`src/rtl/dsls_pkg.sv`:
```
package dsls_pkg;

    localparam int unsigned LedCount    = 6;
    localparam int unsigned DigitWidth  = 4;
    localparam int unsigned StrokeWidth = 3;
    localparam int unsigned TickWidth   = 16;

    localparam logic [DigitWidth-1:0]  DigitMax   = 4'd9;
    localparam logic [DigitWidth-1:0]  DigitTen   = 4'd10;
    localparam logic [StrokeWidth-1:0] StrokeAll  = 3'd6;
    localparam logic [LedCount-1:0]    MaskAll    = 6'h3F;

    // x / 10 == (x * 52429) >> 19 for every 16-bit x
    localparam logic [15:0] RecipTen   = 16'd52429;
    localparam int unsigned RecipShift = 19;

    localparam logic [TickWidth-1:0] StepTicksReset = 16'd960;
    localparam logic [TickWidth-1:0] GapTicksReset  = 16'd1920;

    typedef enum logic [0:0] {
        CFG_STEP_TICKS = 1'b0,
        CFG_GAP_TICKS  = 1'b1
    } cfg_index_t;

    typedef struct packed {
        logic [TickWidth-1:0] step_ticks;
        logic [TickWidth-1:0] gap_ticks;
    } cfg_t;

    typedef struct packed {
        logic [LedCount-1:0] led_mask;
        logic                busy;
    } result_t;

    function automatic logic [StrokeWidth-1:0] stroke_len(input logic [DigitWidth-1:0] d);
        logic [StrokeWidth-1:0] len;
        unique case (d)
            4'd0:    len = 3'd1;
            4'd1:    len = 3'd3;
            4'd2:    len = 3'd6;
            4'd3:    len = 3'd6;
            4'd4:    len = 3'd5;
            4'd5:    len = 3'd6;
            4'd6:    len = 3'd6;
            4'd7:    len = 3'd4;
            4'd8:    len = 3'd7;
            4'd9:    len = 3'd5;
            default: len = 3'd1;
        endcase
        return len;
    endfunction

    function automatic logic [StrokeWidth-1:0] stroke_code(
        input logic [DigitWidth-1:0]  d,
        input logic [StrokeWidth-1:0] p
    );
        logic [StrokeWidth*7-1:0] row;
        unique case (d)
            4'd0:    row = {3'd0, 3'd0, 3'd0, 3'd0, 3'd0, 3'd0, 3'd6};
            4'd1:    row = {3'd0, 3'd0, 3'd0, 3'd0, 3'd5, 3'd3, 3'd1};
            4'd2:    row = {3'd0, 3'd5, 3'd4, 3'd2, 3'd3, 3'd1, 3'd0};
            4'd3:    row = {3'd0, 3'd4, 3'd5, 3'd2, 3'd3, 3'd1, 3'd0};
            4'd4:    row = {3'd0, 3'd0, 3'd5, 3'd1, 3'd3, 3'd2, 3'd0};
            4'd5:    row = {3'd0, 3'd4, 3'd5, 3'd3, 3'd2, 3'd0, 3'd1};
            4'd6:    row = {3'd0, 3'd3, 3'd5, 3'd4, 3'd2, 3'd0, 3'd1};
            4'd7:    row = {3'd0, 3'd0, 3'd0, 3'd5, 3'd3, 3'd1, 3'd0};
            4'd8:    row = {3'd2, 3'd5, 3'd4, 3'd2, 3'd1, 3'd0, 3'd3};
            4'd9:    row = {3'd0, 3'd0, 3'd5, 3'd1, 3'd0, 3'd3, 3'd4};
            default: row = '0;
        endcase
        if (p == 3'd7)
        begin
            return 3'd0;
        end
        return row[p*StrokeWidth +: StrokeWidth];
    endfunction

    function automatic logic [LedCount-1:0] stroke_mask(
        input logic [DigitWidth-1:0]  d,
        input logic [StrokeWidth-1:0] p
    );
        logic [StrokeWidth-1:0] code;
        code = stroke_code(d, p);
        if (code == StrokeAll)
        begin
            return MaskAll;
        end
        if (code < StrokeAll)
        begin
            return LedCount'(1) << code;
        end
        return '0;
    endfunction

endpackage

```
`src/rtl/dsls_core.sv`:
```
module dsls_core (
    input  logic                        clk,
    input  logic                        rst_n,
    input  logic                        take,
    input  logic                        func,
    input  logic signed [15:0]          number,
    input  dsls_pkg::cfg_t              cfg,
    output dsls_pkg::result_t           result
);

    localparam int unsigned DW = dsls_pkg::DigitWidth;
    localparam int unsigned SW = dsls_pkg::StrokeWidth;
    localparam int unsigned TW = dsls_pkg::TickWidth;
    localparam int unsigned LW = dsls_pkg::LedCount;

    logic          running_reg,   running_next;
    logic          drawing_reg,   drawing_next;
    logic [DW-1:0] digit_reg,     digit_next;
    logic [SW-1:0] stroke_reg,    stroke_next;
    logic [TW-1:0] step_cnt_reg,  step_cnt_next;
    logic [TW-1:0] gap_cnt_reg,   gap_cnt_next;
    logic [DW-1:0] queue0_reg,    queue0_next;
    logic [DW-1:0] queue1_reg,    queue1_next;
    logic [1:0]    dcount_reg,    dcount_next;
    logic [1:0]    dpos_reg,      dpos_next;
    logic [LW-1:0] mask_reg,      mask_next;

    // split the start number into digits
    logic [14:0]   value;
    logic [30:0]   product;
    logic [11:0]   quot;
    logic [14:0]   rem_full;
    logic [DW-1:0] tens;
    logic [DW-1:0] ones;
    logic          two_digits;
    logic [DW-1:0] first_digit;
    logic [DW-1:0] gap_digit;
    logic [SW-1:0] stroke_inc;

    assign value      = number[15] ? '0 : number[14:0];
    assign product    = 31'(value) * 31'(dsls_pkg::RecipTen);
    assign quot       = product[30:dsls_pkg::RecipShift];
    assign rem_full   = value - (15'(quot) << 3) - (15'(quot) << 1);
    assign ones       = rem_full[DW-1:0];
    assign tens       = (quot > 12'(dsls_pkg::DigitMax)) ? dsls_pkg::DigitMax : quot[DW-1:0];
    assign two_digits = value >= 15'(dsls_pkg::DigitTen);
    assign first_digit = two_digits ? tens : ones;
    assign gap_digit  = dpos_reg[0] ? queue1_reg : queue0_reg;
    assign stroke_inc = stroke_reg + SW'(1);

    always_comb
    begin
        running_next  = running_reg;
        drawing_next  = drawing_reg;
        digit_next    = digit_reg;
        stroke_next   = stroke_reg;
        step_cnt_next = step_cnt_reg;
        gap_cnt_next  = gap_cnt_reg;
        queue0_next   = queue0_reg;
        queue1_next   = queue1_reg;
        dcount_next   = dcount_reg;
        dpos_next     = dpos_reg;
        mask_next     = mask_reg;
        if (func)
        begin
            // start drops whatever was running
            queue0_next   = first_digit;
            if (two_digits)
            begin
                queue1_next = ones;
            end
            dcount_next   = two_digits ? 2'd2 : 2'd1;
            dpos_next     = '0;
            digit_next    = first_digit;
            stroke_next   = '0;
            step_cnt_next = cfg.step_ticks;
            gap_cnt_next  = '0;
            running_next  = 1'b1;
            drawing_next  = 1'b1;
            mask_next     = dsls_pkg::stroke_mask(first_digit, '0);
        end
        else if (running_reg)
        begin
            priority if (gap_cnt_reg != '0)
            begin
                mask_next    = '0;
                gap_cnt_next = gap_cnt_reg - TW'(1);
                if (gap_cnt_reg == TW'(1) && dpos_reg < dcount_reg)
                begin
                    digit_next    = gap_digit;
                    stroke_next   = '0;
                    step_cnt_next = cfg.step_ticks;
                    running_next  = 1'b1;
                    drawing_next  = 1'b1;
                    mask_next     = dsls_pkg::stroke_mask(gap_digit, '0);
                end
            end
            else if (!drawing_reg)
            begin
                running_next = 1'b0;
                mask_next    = '0;
            end
            else if (step_cnt_reg > TW'(1))
            begin
                step_cnt_next = step_cnt_reg - TW'(1);
            end
            else if (stroke_inc >= dsls_pkg::stroke_len(digit_reg))
            begin
                // digit finished: gap before the next one, or stop
                stroke_next  = stroke_inc;
                dpos_next    = dpos_reg + 2'd1;
                drawing_next = 1'b0;
                mask_next    = '0;
                if (dpos_reg + 2'd1 < dcount_reg)
                begin
                    gap_cnt_next = cfg.gap_ticks;
                end
                else
                begin
                    running_next = 1'b0;
                    dcount_next  = '0;
                end
            end
            else
            begin
                stroke_next   = stroke_inc;
                step_cnt_next = cfg.step_ticks;
                mask_next     = dsls_pkg::stroke_mask(digit_reg, stroke_inc);
            end
        end
    end

    always_ff @(posedge clk or negedge rst_n)
    begin
        if (!rst_n)
        begin
            running_reg  <= 1'b0;
            drawing_reg  <= 1'b0;
            digit_reg    <= '0;
            stroke_reg   <= '0;
            step_cnt_reg <= '0;
            gap_cnt_reg  <= '0;
            queue0_reg   <= '0;
            queue1_reg   <= '0;
            dcount_reg   <= '0;
            dpos_reg     <= '0;
            mask_reg     <= '0;
        end
        else if (take)
        begin
            running_reg  <= running_next;
            drawing_reg  <= drawing_next;
            digit_reg    <= digit_next;
            stroke_reg   <= stroke_next;
            step_cnt_reg <= step_cnt_next;
            gap_cnt_reg  <= gap_cnt_next;
            queue0_reg   <= queue0_next;
            queue1_reg   <= queue1_next;
            dcount_reg   <= dcount_next;
            dpos_reg     <= dpos_next;
            mask_reg     <= mask_next;
        end
    end

    assign result.led_mask = mask_next;
    assign result.busy     = running_next;

endmodule

```
`src/rtl/dsls_outq.sv`:
```
module dsls_outq (
    input  logic               clk,
    input  logic               rst_n,
    input  logic               push,
    input  dsls_pkg::result_t  push_data,
    output logic               full,
    output logic               out_valid,
    input  logic               out_stall,
    output dsls_pkg::result_t  out_data
);

    dsls_pkg::result_t entry_reg [2];
    logic       wr_ptr_reg, wr_ptr_next;
    logic       rd_ptr_reg, rd_ptr_next;
    logic [1:0] count_reg,  count_next;
    logic       pop;

    assign out_valid = count_reg != 2'd0;
    assign full      = count_reg == 2'd2;
    assign pop       = out_valid && !out_stall;
    assign out_data  = entry_reg[rd_ptr_reg];

    always_comb
    begin
        wr_ptr_next = push ? ~wr_ptr_reg : wr_ptr_reg;
        rd_ptr_next = pop ? ~rd_ptr_reg : rd_ptr_reg;
        count_next  = count_reg + 2'(push) - 2'(pop);
    end

    always_ff @(posedge clk)
    begin
        if (push)
        begin
            entry_reg[wr_ptr_reg] <= push_data;
        end
    end

    always_ff @(posedge clk or negedge rst_n)
    begin
        if (!rst_n)
        begin
            wr_ptr_reg <= 1'b0;
            rd_ptr_reg <= 1'b0;
            count_reg  <= '0;
        end
        else
        begin
            wr_ptr_reg <= wr_ptr_next;
            rd_ptr_reg <= rd_ptr_next;
            count_reg  <= count_next;
        end
    end

endmodule

```
`src/rtl/digit_stroke_led_sequencer_top.sv`:
```
// Channel   Signals                          Direction  Transfer when
// input     in_valid, in_stall, func, number in         in_valid && !in_stall
// output    out_valid, out_stall, led_mask,  out        out_valid && !out_stall
//           busy_res
// config    cfg_we, cfg_index, cfg_data      in         cfg_we
//
// One item per cycle while in_stall is low; each result is queued when taken.
// The sequencer state updates in the same cycle the item is taken.
// A two-entry result queue holds results while the output is stalled;
// in_stall rises only when both entries are occupied.
// Reset clears the sequencer state and the queue; step_ticks returns to 960
// and gap_ticks to 1920.
module digit_stroke_led_sequencer_top (
    input  logic               clk,
    input  logic               rst_n,
    input  logic               in_valid,
    output logic               in_stall,
    input  logic               func,
    input  logic signed [15:0] number,
    output logic               out_valid,
    input  logic               out_stall,
    output logic [5:0]         led_mask,
    output logic               busy_res,
    input  logic               cfg_we,
    input  logic [0:0]         cfg_index,
    input  logic [15:0]        cfg_data
);

    dsls_pkg::cfg_t    cfg_reg;
    dsls_pkg::result_t core_result;
    dsls_pkg::result_t queue_head;
    logic              take;
    logic              queue_full;

    always_ff @(posedge clk or negedge rst_n)
    begin
        if (!rst_n)
        begin
            cfg_reg.step_ticks <= dsls_pkg::StepTicksReset;
            cfg_reg.gap_ticks  <= dsls_pkg::GapTicksReset;
        end
        else if (cfg_we)
        begin
            unique case (dsls_pkg::cfg_index_t'(cfg_index))
                dsls_pkg::CFG_STEP_TICKS: cfg_reg.step_ticks <= cfg_data;
                dsls_pkg::CFG_GAP_TICKS:  cfg_reg.gap_ticks  <= cfg_data;
                default:                  cfg_reg            <= cfg_reg;
            endcase
        end
    end

    assign in_stall = queue_full;
    assign take     = in_valid && !queue_full;

    dsls_core u_core (
        .clk    (clk),
        .rst_n  (rst_n),
        .take   (take),
        .func   (func),
        .number (number),
        .cfg    (cfg_reg),
        .result (core_result)
    );

    dsls_outq u_outq (
        .clk       (clk),
        .rst_n     (rst_n),
        .push      (take),
        .push_data (core_result),
        .full      (queue_full),
        .out_valid (out_valid),
        .out_stall (out_stall),
        .out_data  (queue_head)
    );

    assign led_mask = queue_head.led_mask;
    assign busy_res = queue_head.busy;

endmodule
```
`config.mk`:
```
export PLATFORM = sky130hd
export DESIGN_NAME = digit_stroke_led_sequencer_top
export DESIGN_NICKNAME = d
export VERILOG_FILES = /design/src/rtl/dsls_pkg.sv /design/src/rtl/dsls_core.sv /design/src/rtl/dsls_outq.sv /design/src/rtl/digit_stroke_led_sequencer_top.sv
export SDC_FILE = /design/constraint.sdc
export NUM_CORES = 1
export LEC_CHECK = 0
export ABC_AREA = 1
export ABC_CLOCK_PERIOD_IN_PS = 2500
export BUFFER_PORTS_ARGS = -buffer_cell sky130_fd_sc_hd__buf_4
export CORE_ASPECT_RATIO = 0.5
export CORE_MARGIN = 10
export CORE_UTILIZATION = 35
export DETAILED_ROUTE_END_ITERATION = 8
export GPL_ROUTABILITY_DRIVEN = 0
export GPL_TIMING_DRIVEN = 0
export SLEW_MARGIN = 30
export SYNTH_ARGS = -nofsm -noshare
export SYNTH_HDL_FRONTEND = slang
export SYNTH_SLANG_ARGS = --single-unit
```
`constraint.sdc`:
```
create_clock -name clk -period 2.5 [get_ports clk]
set_input_delay 0.125 -clock clk [delete_from_list [all_inputs] [get_ports clk]]
set_output_delay 0.125 -clock clk [all_outputs]
set_load 0.02 [all_outputs]
```
==> results of run 1 <==
## final cells by class
class	instances	area (um^2)	share of cell area, %
timing repair buffer	132	1096	7.555
sequential	109	2810	19.37
buffer	23	165.2	1.138
clock buffer	12	257.7	1.777
clock inverter	4	30.03	0.2070
multi-input combinational	1132	8382	57.77
inverter	315	1226	8.452
tap	432	540.5	3.726
## what timing repair did
item | in CTS | in global routing
endpoints found under the setup margin | 73 | 73
gates cloned | 5 | 0
resized for setup | 174 | 84
hold buffers | 1 | 0
hold endpoints to repair | 87 | 0
buffers inserted | 54 | 26
pin swaps | 78 | 60
## worst register-to-register path: stages, from the launching register on
cell and delay [ns]:
dfrtp_2 0.43, inv_4 0.08, buf_4 0.10, ha_1 0.16, inv_1 0.06, o21ai_0 0.25
nand2_1 0.09, o21ai_0 0.17, o21ai_0 0.11, o21ai_0 0.19, nand3_1 0.19, inv_1 0.13
nor2_1 0.07, nand2_1 0.07, o21ai_0 0.08, nand2_1 0.07, a21oi_1 0.07, o21ai_0 0.35
nand2_4 0.12
## layout by cell type, fill, tap and decap left out, types with 14 or more instances in the layout
cell type / n
o21ai_0: 87
nor2_2: 16
o21ai_1: 24
ha_4: 24
nor2_1: 123
nand2_4: 18
inv_2: 43
inv_1: 258
ha_1: 108
a21oi_1: 37
nand2_1: 326
xor2_1: 19
edfxtp_1: 14
nand3_1: 48
nor2_4: 30
nand2_2: 57
buf_4: 114
fa_1: 46
dfrtp_1: 85
## path summary, 6_finish.rpt
kind / end / slack [ns]
setup / recovery: u_outq.entry_reg[0][1] / -3.29
hold / removal: cfg_reg[9] / 0.03
setup reg to reg: u_outq.entry_reg[0][1] / -0.55
hold reg to reg: cfg_reg[27] / 0.48
max in group asynchronous: u_core.digit_reg[2] / 1.49
min in group asynchronous: u_core.step_cnt_reg[3] / 0.38
## where the power goes
part / total, mW / internal (mW) / switching [mW]
combinational: 12.7 / 5.18 / 7.57
sequential: 2.92 / 2.49 / 0.434
clock: 1.42 / 0.742 / 0.673
## per-stage QoR
| stage | cells | setup slack, ns | setup TNS, ns | power [mW] |
|---|---|---|---|---|
| floorplan | 1581 | -3.104 | -81.68 | 10.58 |
| global placement | 2059 | -3.965 | -120.21 | 12.82 |
| detailed placement | 2059 | -3.982 | -121.48 | 12.90 |
| CTS | 2134 | -3.302 | -88.12 | 16.11 |
| global route | 2159 | -3.540 | -105.00 | 18.73 |
| finish | 2159 | -3.291 | -89.34 | 17.09 |
## kinds of logic (layout without fill, tap and decap cells)
logic type      Yosys count  after routing  synth area share [%]
fa+ha+maj               189            189                 24.36
buf+inv                 340            486                 11.32
simple gates            677            677                 25.50
mux                       1              1               0.09904
xor+xnor                 34             34                 2.619
compound gates          231            231                 11.40
flops                   109            109                 24.69
## routing by layer
metal	track usage [%]	vias to the layer above
met5	0	-
met4	2.664	0
met3	1.369	31
met2	26.47	211
met1	21.10	4878
li1	-	5274
==> impl_summary.log, run 1 <==
[metrics] Synth Instances: 1581
[metrics] Max rail drop VDD: 610.5 uV
[metrics] number of diodes added for antenna fixing: 0
[metrics] clock net sink count: 109
[metrics] power density cells: 1178 nW/um^2
[metrics] result of the run: complete, but fails checks
[metrics] total grt overflow: 0
[metrics] number of cells traversed by the worst register-to-register path: 18
[metrics] most instantiated library cell after synthesis: nand2_1
[metrics] worst slew margin relative to its limit: 40.58%
[metrics] Total Routed Length: 31.34 mm
[metrics] routed length on met3: 1.039 mm
[metrics] Synth top area share: 19.15%
[metrics] data arrival time at the worst-slack endpoint: 5.89 ns
[metrics] horizontal die dimension: 274.9 um
[metrics] maximum clock rate: 172.7 MHz
[metrics] Post-Place Cell Area: 12620 um^2
[metrics] netlist area before placement: 11370 um^2
[metrics] antenna violations before repair: 0
[metrics] Max Slew Vio Count: 0
[metrics] data required time at the worst endpoint: 2.60 ns
[metrics] total of max-cap violations: 0
[metrics] max FFs per register: 32
[metrics] DRT iter0 DRCs: 721
[metrics] post-route fraction of the period consumed by the critical path: 231.6%
[metrics] Yosys warning total: 0
[metrics] total met2 wirelength after detailed routing: 14.97 mm
[metrics] average footprint of a synthesized cell: 7.191 um^2
[metrics] half-perimeter wire length after placement: 24.20 mm
[metrics] WL per Instance: 14.52 um
[metrics] Final Instance Area: 14510 um^2
[metrics] proportion of layout cells with a drive suffix above 1: 25.83%
[metrics] number of library cell types mapped by synthesis: 51
[metrics] TritonCTS clock tree: built
[metrics] Buf+Inv Stages, Crit Path: 9
[metrics] sequential cell area fraction in the yosys report: 24.69%
[metrics] Worst Setup Start Kind: input pin
[metrics] standard-cell rows: 46
[metrics] number of storage elements in the synthesis netlist: 109
[metrics] core area: 31830 um^2
[metrics] Vert. Die Dim: 147.4 um
[metrics] Post-route DRC: 0
[metrics] clk_lat worst skew: 0.36 ns
[metrics] num ports: 48
[metrics] overall via count from detail_route: 10394
[metrics] Max clock buf depth: 2
[metrics] count of cells along the worst hold path: 3
[metrics] layout overhead on the synthesized area: 27.60%
[metrics] static leakage: 7.275 nW
[metrics] H-tree levels: 3
[metrics] number of enable flip-flop cells after synthesis: 14
[metrics] area of the die: 40530 um^2
[metrics] wl on met1: 14.96 mm
[metrics] overall fraction of global-route tracks in use: 15.45%
[metrics] Critical Path Sink Type: flip-flop
[metrics] maximum single-stage delay on the critical path: 0.54 ns
[metrics] cts bufs inserted: 9
[metrics] final net count: 1950
[metrics] wire length of the first global-routing pass: 51.94 mm
[metrics] async set-or-reset flop fraction in the synthesized netlist: 87.16%
[metrics] average via count per standard cell: 4.814
[metrics] Hold Violations, Final: 0
[metrics] failing checks: negative setup slack
[metrics] kind of path behind the tightest hold check: in -> reg
[metrics] start point of the critical path: number[15]
[metrics] count of filler cells inserted in the layout: 3167
[metrics] Initial Utilization: 35.72%
[metrics] Top Family by Delay on Critical Path: adder cells
[metrics] top post-synthesis cells by count: 384 x nand2_1, 293 x inv_1, 151 x nor2_1
[metrics] worst hold path startpoint: cfg_data[9]
[metrics] clock edge transition at the registers on the reported setup and hold paths: 0.07 ns
[metrics] Crit-path slowest cell: fa_1
[metrics] utilization after layout: 45.58%
[metrics] cell type with the highest aggregate area in the netlist: dfrtp_1
[metrics] number of detailed-routing iterations run before antenna repair: 7
[metrics] uppermost metal layer occupied by signal nets: met4
[metrics] setup repair after global routing missed its margin: yes
[metrics] Reg-to-Reg Start: u_core.digit_reg[1]
[metrics] pin count of the biggest net entering global routing: 96
[metrics] vias in the first global route: 10245
[metrics] final worst slack: -3.291 ns
[metrics] cell at the root of the clock tree: clkbuf_16
[metrics] Worst Clk Skew: 0.007014 ns
[metrics] cells taking the most area after synthesis: dfrtp_1 19%, ha_1 15%, nand2_1 13%
[metrics] slew of the pin with the lowest slew margin: 0.8819 ns
[metrics] setup-violating endpoint count in the final report: 62
[metrics] critical path depth: 38
[metrics] final period demand of the worst path: 5.791 ns
[metrics] Critical Setup Path Class: in -> reg
[metrics] count of antenna-violating nets left after detailed routing: 0
[metrics] Top FF cell, synth: dfrtp_1
[metrics] Synthesized Nets: 1809
[metrics] number of port buffers: 46
[metrics] worst hold-check slack: 0.02656 ns
[metrics] maximum fanout along the worst path: 5
Power figures use the tool's default switching activity.
==> run 2, diff against run 1 <==
--- a/config.mk
+++ b/config.mk
@@ -14,7 +14,9 @@
 export DETAILED_ROUTE_END_ITERATION = 8
 export GPL_ROUTABILITY_DRIVEN = 0
 export GPL_TIMING_DRIVEN = 0
+export SKIP_LAST_GASP = 1
 export SLEW_MARGIN = 30
 export SYNTH_ARGS = -nofsm -noshare
 export SYNTH_HDL_FRONTEND = slang
 export SYNTH_SLANG_ARGS = --single-unit
+export TNS_END_PERCENT = 10
==> impl_summary.log, run 2 (synthesis gave the netlist of run 1 again) <==
[metrics] worst hold path startpoint: cfg_data[9]
[metrics] worst slew margin relative to its limit: 40.38%
[metrics] Crit-path slowest cell: fa_2
[metrics] number of detailed-routing iterations run before antenna repair: 5
[metrics] cts bufs inserted: 9
[metrics] cell occurring most often along the worst timing path: nand2_1
[metrics] number of cells traversed by the worst register-to-register path: 14
[metrics] Worst Hold Endpoint: cfg_reg[25]
[metrics] slew of the pin with the lowest slew margin: 0.8849 ns
[metrics] Post-route DRC: 0
[metrics] count of antenna-violating nets left after detailed routing: 0
[metrics] Total Routed Length: 30.81 mm
[metrics] pin count of the biggest net entering global routing: 96
[metrics] vias in the first global route: 10179
[metrics] overall fraction of global-route tracks in use: 15.24%
[metrics] Critical Setup Path Class: in -> reg
[metrics] Reg-to-Reg Start: u_core.stroke_reg[0]
[metrics] maximum single-stage delay on the critical path: 0.59 ns
[metrics] total of max-cap violations: 0
[metrics] proportion of layout cells with a drive suffix above 1: 20.08%
[metrics] clk_lat worst skew: 0.37 ns
[metrics] static leakage: 7.084 nW
[metrics] total negative slack: -111.07 ns
[metrics] GRT Max-Usage Layer: met2
[metrics] clock edge transition at the registers on the reported setup and hold paths: 0.08 ns
[metrics] setup-violating endpoint count in the final report: 73
[metrics] power density cells: 1131 nW/um^2
[metrics] commonest non-fill, non-tap cell in the layout: nand2_1
[metrics] result of the run: complete, but fails checks
[metrics] Reg2Reg Setup Slack: -0.75 ns
[metrics] Hold Violations, Final: 0
[metrics] number of diodes added for antenna fixing: 0
[metrics] clock net sink count: 109
[metrics] failing checks: negative setup slack
[metrics] H-tree levels: 3
[metrics] Max rail drop VDD: 507.4 uV
[metrics] antenna violations before repair: 0
[metrics] Max clock buf depth: 2
[metrics] Critical Path Sink Type: flip-flop
[metrics] maximum clock rate: 174.3 MHz
[metrics] count of cells along the worst hold path: 3
[metrics] total power: 15.60 mW
[metrics] total grt overflow: 0
[metrics] post-route fraction of the period consumed by the critical path: 229.5%
[metrics] Max Slew Vio Count: 0
[metrics] Post-Place Cell Area: 12460 um^2
[metrics] horizontal die dimension: 274.9 um
[metrics] data required time at the worst endpoint: 2.61 ns
[metrics] area of the die: 40530 um^2
[metrics] final net count: 1921
[metrics] wire length of the first global-routing pass: 50.99 mm
[metrics] layout overhead on the synthesized area: 21.33%
[metrics] overall via count from detail_route: 10213
[metrics] final period demand of the worst path: 5.736 ns
[metrics] Vert. Die Dim: 147.4 um
[metrics] met2 Usage GRT: 25.85%
[metrics] WL per Instance: 14.46 um
[metrics] GR Layer Usage met1: 20.95%
[metrics] Worst Clk Skew: 0.01467 ns
[metrics] Initial Utilization: 35.72%
[metrics] most frequent cells in the layout: 348 x nand2_1, 270 x inv_1, 124 x nor2_1, 115 x o21ai_0, 115 x ha_1
[metrics] data arrival time at the worst-slack endpoint: 5.85 ns
[metrics] DRT iter0 DRCs: 554
[metrics] cell at the root of the clock tree: clkbuf_16
[metrics] max FFs per register: 32
[metrics] num ports: 48
[metrics] setup slack at placement: -4.146 ns
[metrics] number of port buffers: 46
[metrics] maximum fanout along the worst path: 5
[metrics] TritonCTS clock tree: built
[metrics] count of filler cells inserted in the layout: 3223
[metrics] standard-cell rows: 46
[metrics] met3 track demand over resource: 1.304%
[metrics] core area: 31830 um^2
[metrics] reg2reg end: u_core.step_cnt_reg[1]
[metrics] utilization after layout: 43.34%
[metrics] final worst slack: -3.236 ns
[metrics] Worst Setup Start Kind: input pin
[metrics] half-perimeter wire length after placement: 24.21 mm
[metrics] average via count per standard cell: 4.795
[metrics] kind of path behind the tightest hold check: in -> reg
[metrics] setup repair after global routing missed its margin: yes
[metrics] Final Instance Area: 13790 um^2
-- run 2: through the flow --
step / cells / hold slack [ns]
final: 2130 / 0.01110
after CTS: 2120 / 0.009210
after floorplan: 1581 / -0.1706
after global placement: 2059 / 0.3847
after detailed placement: 2059 / 0.2909
after global routing: 2130 / 0.04446
-- run 2: cell type report --
cell class                      count  area (um^2)  share of cell area, %
Buffer                             25        117.6                 0.8526
Clock buffer                        9        225.2                  1.633
Clock inverter                      7        66.31                 0.4807
Inverter                          315         1195                  8.662
Multi-Input combinational cell   1132         8025                  58.18
Sequential cell                   109         2808                  20.35
Tap cell                          432        540.5                  3.918
Timing Repair Buffer              101        817.0                  5.923
-- run 2: critical path: cells and delay by family --
| kind | cells | cell delay (ns) |
|---|---|---|
| adders and majority gates | 8 | 3.15 |
| buffers and inverters | 6 | 0.48 |
| xor gates and xnor gates | 1 | 0.19 |
| AOI/OAI and AO/OA | 4 | 0.62 |
| and+or+nand+nor | 14 | 1.27 |
-- run 2: layer usage --
metal / up-vias / routed length (um)
met1: 4838 / 15330
li1: 5204 / -
met4: 0 / 248
met3: 22 / 934
met5: - / 0
met2: 149 / 14290
-- run 2: timing repair --
action	4_1_cts	5_1_grt
hold buffers	2	0
gates resized for setup	95	54
endpoints found under the setup margin	73	73
setup buffers	42	10
pin swaps	50	53
gates cloned	1	0
hold endpoints to repair	88	0
-- run 2: report_power, final --
group          switching, mW  internal [mW]  total, mW
sequential             0.409           2.49       2.89
combinational           6.96           4.29       11.2
clock                  0.756          0.703       1.46
-- run 2: worst max-delay path by stage --
stage	start	to	slack [ns]	cells after the start
2_1_floorplan	number[15]	u_outq.entry_reg[0][5]	-3.14	35
3_3_place_gp	number[15]	u_outq.entry_reg[1][4]	-4.16	38
3_5_place_dp	number[15]	u_outq.entry_reg[0][4]	-4.15	38
4_1_cts	number[15]	u_outq.entry_reg[1][4]	-3.24	37
5_1_grt	number[15]	u_core.mask_reg[3]	-3.52	42
6_report	number[15]	u_outq.entry_reg[1][4]	-3.24	33
==> run 3, diff against run 2 <==
--- a/config.mk
+++ b/config.mk
@@ -9,7 +9,7 @@
 export ABC_CLOCK_PERIOD_IN_PS = 2500
 export BUFFER_PORTS_ARGS = -buffer_cell sky130_fd_sc_hd__buf_4
 export CORE_ASPECT_RATIO = 0.5
-export CORE_MARGIN = 10
+export CORE_MARGIN = 1.5
 export CORE_UTILIZATION = 35
 export DETAILED_ROUTE_END_ITERATION = 8
 export GPL_ROUTABILITY_DRIVEN = 0
==> impl_summary.log, run 3 (synthesis gave the netlist of run 1 again) <==
[metrics] TritonCTS clock tree: built
[metrics] power share of the combinational group: 71.2%
[metrics] critical path capture point: u_core.digit_reg[0]
[metrics] Reg-to-Reg Start: u_core.digit_reg[1]
[metrics] result of the run: complete, but fails checks
[metrics] num ports: 48
[metrics] area of the die: 33640 um^2
[metrics] overall via count from detail_route: 10030
[metrics] Non-Filler Instances: 2117
[metrics] switching power: 7.992 mW
[metrics] switching share of power: 50.76%
[metrics] slew of the pin with the lowest slew margin: 0.7849 ns
[metrics] Worst Setup Start Kind: input pin
[metrics] final worst slack: -3.276 ns
[metrics] setup-violating endpoint count in the final report: 72
[metrics] Max rail drop VDD: 438.3 uV
[metrics] H-tree levels: 3
[metrics] Max clock buf depth: 2
[metrics] Crit-path slowest cell: fa_1
[metrics] clock edge transition at the registers on the reported setup and hold paths: 0.08 ns
[metrics] Reg2Reg Setup Slack: -0.83 ns
[metrics] half-perimeter wire length after placement: 23.52 mm
[metrics] Worst Clk Skew: 0.01217 ns
[metrics] data required time at the worst endpoint: 2.74 ns
[metrics] cell occurring most often along the worst timing path: buf_4
[metrics] total negative slack: -112.44 ns
[metrics] Total Routed Length: 29.26 mm
[metrics] number of detailed-routing iterations run before antenna repair: 5
[metrics] most frequent cells in the layout: 346 x nand2_1, 270 x inv_1, 129 x nor2_1, 116 x ha_1, 115 x o21ai_0
[metrics] number of diodes added for antenna fixing: 0
[metrics] reg2reg end: u_core.gap_cnt_reg[7]
[metrics] Hold Violations, Final: 0
[metrics] core area: 31830 um^2
[metrics] horizontal die dimension: 257.9 um
[metrics] max FFs per register: 32
[metrics] number of port buffers: 46
[metrics] number of cells traversed by the worst register-to-register path: 15
[metrics] cell at the root of the clock tree: clkbuf_16
[metrics] met2 Usage GRT: 30.09%
[metrics] count of filler cells inserted in the layout: 3238
[metrics] clock net sink count: 109
[metrics] wire length of the first global-routing pass: 48.49 mm
[metrics] Max Slew Vio Count: 0
[metrics] static leakage: 6.995 nW
[metrics] GR Layer Usage met1: 25.52%
[metrics] setup repair after global routing missed its margin: yes
[metrics] GRT Max-Usage Layer: met2
[metrics] setup slack at placement: -4.252 ns
[metrics] power density cells: 1150 nW/um^2
[metrics] utilization after layout: 43.01%
[metrics] portion of total power attributed to the clock network: 10.5%
[metrics] total grt overflow: 0
[metrics] Initial Utilization: 35.72%
[metrics] proportion of layout cells with a drive suffix above 1: 19.05%
[metrics] count of antenna-violating nets left after detailed routing: 0
[metrics] Vert. Die Dim: 130.4 um
[metrics] cell count after placement: 2059
[metrics] final period demand of the worst path: 5.776 ns
[metrics] antenna violations before repair: 0
[metrics] Post-route DRC: 0
[metrics] layout overhead on the synthesized area: 20.40%
[metrics] failing checks: negative setup slack
[metrics] overall fraction of global-route tracks in use: 17.99%
[metrics] final net count: 1908
[metrics] kind of path behind the tightest hold check: in -> reg
[metrics] start point of the critical path: number[15]
[metrics] data arrival time at the worst-slack endpoint: 6.01 ns
[metrics] worst slew margin relative to its limit: 47.67%
[metrics] maximum fanout along the worst path: 5
[metrics] maximum clock rate: 173.1 MHz
[metrics] part of the power in registers: 18.3%
[metrics] met3 track demand over resource: 1.427%
[metrics] Critical Setup Path Class: in -> reg
[metrics] total of max-cap violations: 0
[metrics] vias in the first global route: 9796
[metrics] WL per Instance: 13.82 um
[metrics] pin count of the biggest net entering global routing: 96
[metrics] cts bufs inserted: 9
[metrics] DRT iter0 DRCs: 526
[metrics] total power: 15.75 mW
[metrics] commonest non-fill, non-tap cell in the layout: nand2_1
[metrics] average via count per standard cell: 4.738
[metrics] Internal Dissipation: 7.755 mW
[metrics] maximum single-stage delay on the critical path: 0.54 ns
[metrics] standard-cell rows: 46
[metrics] Critical Path Sink Type: flip-flop
[metrics] post-route fraction of the period consumed by the critical path: 231.1%
[metrics] clk_lat worst skew: 0.37 ns
-- run 3: critical path: cells and delay by family --
family          cells  cell delay [ns]
simple gates       13             1.12
fa+ha+maj           7             2.93
buf+inv            15             1.41
compound gates      4             0.39
-- run 3: layout make-up --
cell class | count | area, um^2 | share of cell area, %
Multi-Input combinational cell | 1132 | 7978 | 58.28
Sequential cell | 109 | 2808 | 20.51
Inverter | 315 | 1199 | 8.756
Timing Repair Buffer | 88 | 705.7 | 5.155
Tap cell | 432 | 540.5 | 3.948
Clock buffer | 9 | 225.2 | 1.645
Buffer | 25 | 117.6 | 0.8592
Clock inverter | 7 | 116.4 | 0.8500
-- run 3: routing by layer --
metal / wire, um / part of all wire [%]
met2: 12960 / 44
met5: 0 / 0
met1: 14970 / 51
met4: 362 / 1.2
met3: 971 / 3.3
-- run 3: how the worst min path moves through the flow --
stage / from / to / slack [ns] / cells after the start
CTS: cfg_data[9] / cfg_reg[9] / 0.001 / 3
finish: cfg_data[9] / cfg_reg[25] / 0.006 / 3
detailed placement: rst_n / u_core.step_cnt_reg[1] / 0.28 / 1
global placement: cfg_data[9] / cfg_reg[9] / 0.39 / 3
global route: cfg_data[9] / cfg_reg[9] / 0.04 / 3
floorplan: rst_n / cfg_reg[0] / -0.17 / 0
-- run 3: metrics by stage --
| stage | hold WS (ns) | cell area, um^2 |
|---|---|---|
| floorplan | -0.1706 | 11570 |
| global placement | 0.3859 | 12460 |
| detailed placement | 0.2850 | 12460 |
| CTS | 0.0009964 | 13340 |
| global route | 0.03509 | 13690 |
| finish | 0.006415 | 13690 |
-- run 3: power by group through the flow --
stage | Combinational, mW | Sequential (mW) | Clock, mW
2_1_floorplan | 7.30 | 2.80 | 0
3_3_place_gp | 9.34 | 2.90 | 0
3_5_place_dp | 9.38 | 2.90 | 0
4_1_cts | 10.1 | 2.88 | 1.68
5_1_grt | 12.7 | 2.97 | 1.74
6_report | 11.2 | 2.89 | 1.65
-- run 3: repair_timing --
item / in CTS / in global routing
buffers inserted: 30 / 10
gates cloned: 1 / 0
pin swaps: 41 / 54
hold buffers: 1 / 0
gates resized for setup: 68 / 65
endpoints found under the setup margin: 72 / 73
hold endpoints to repair: 87 / 0
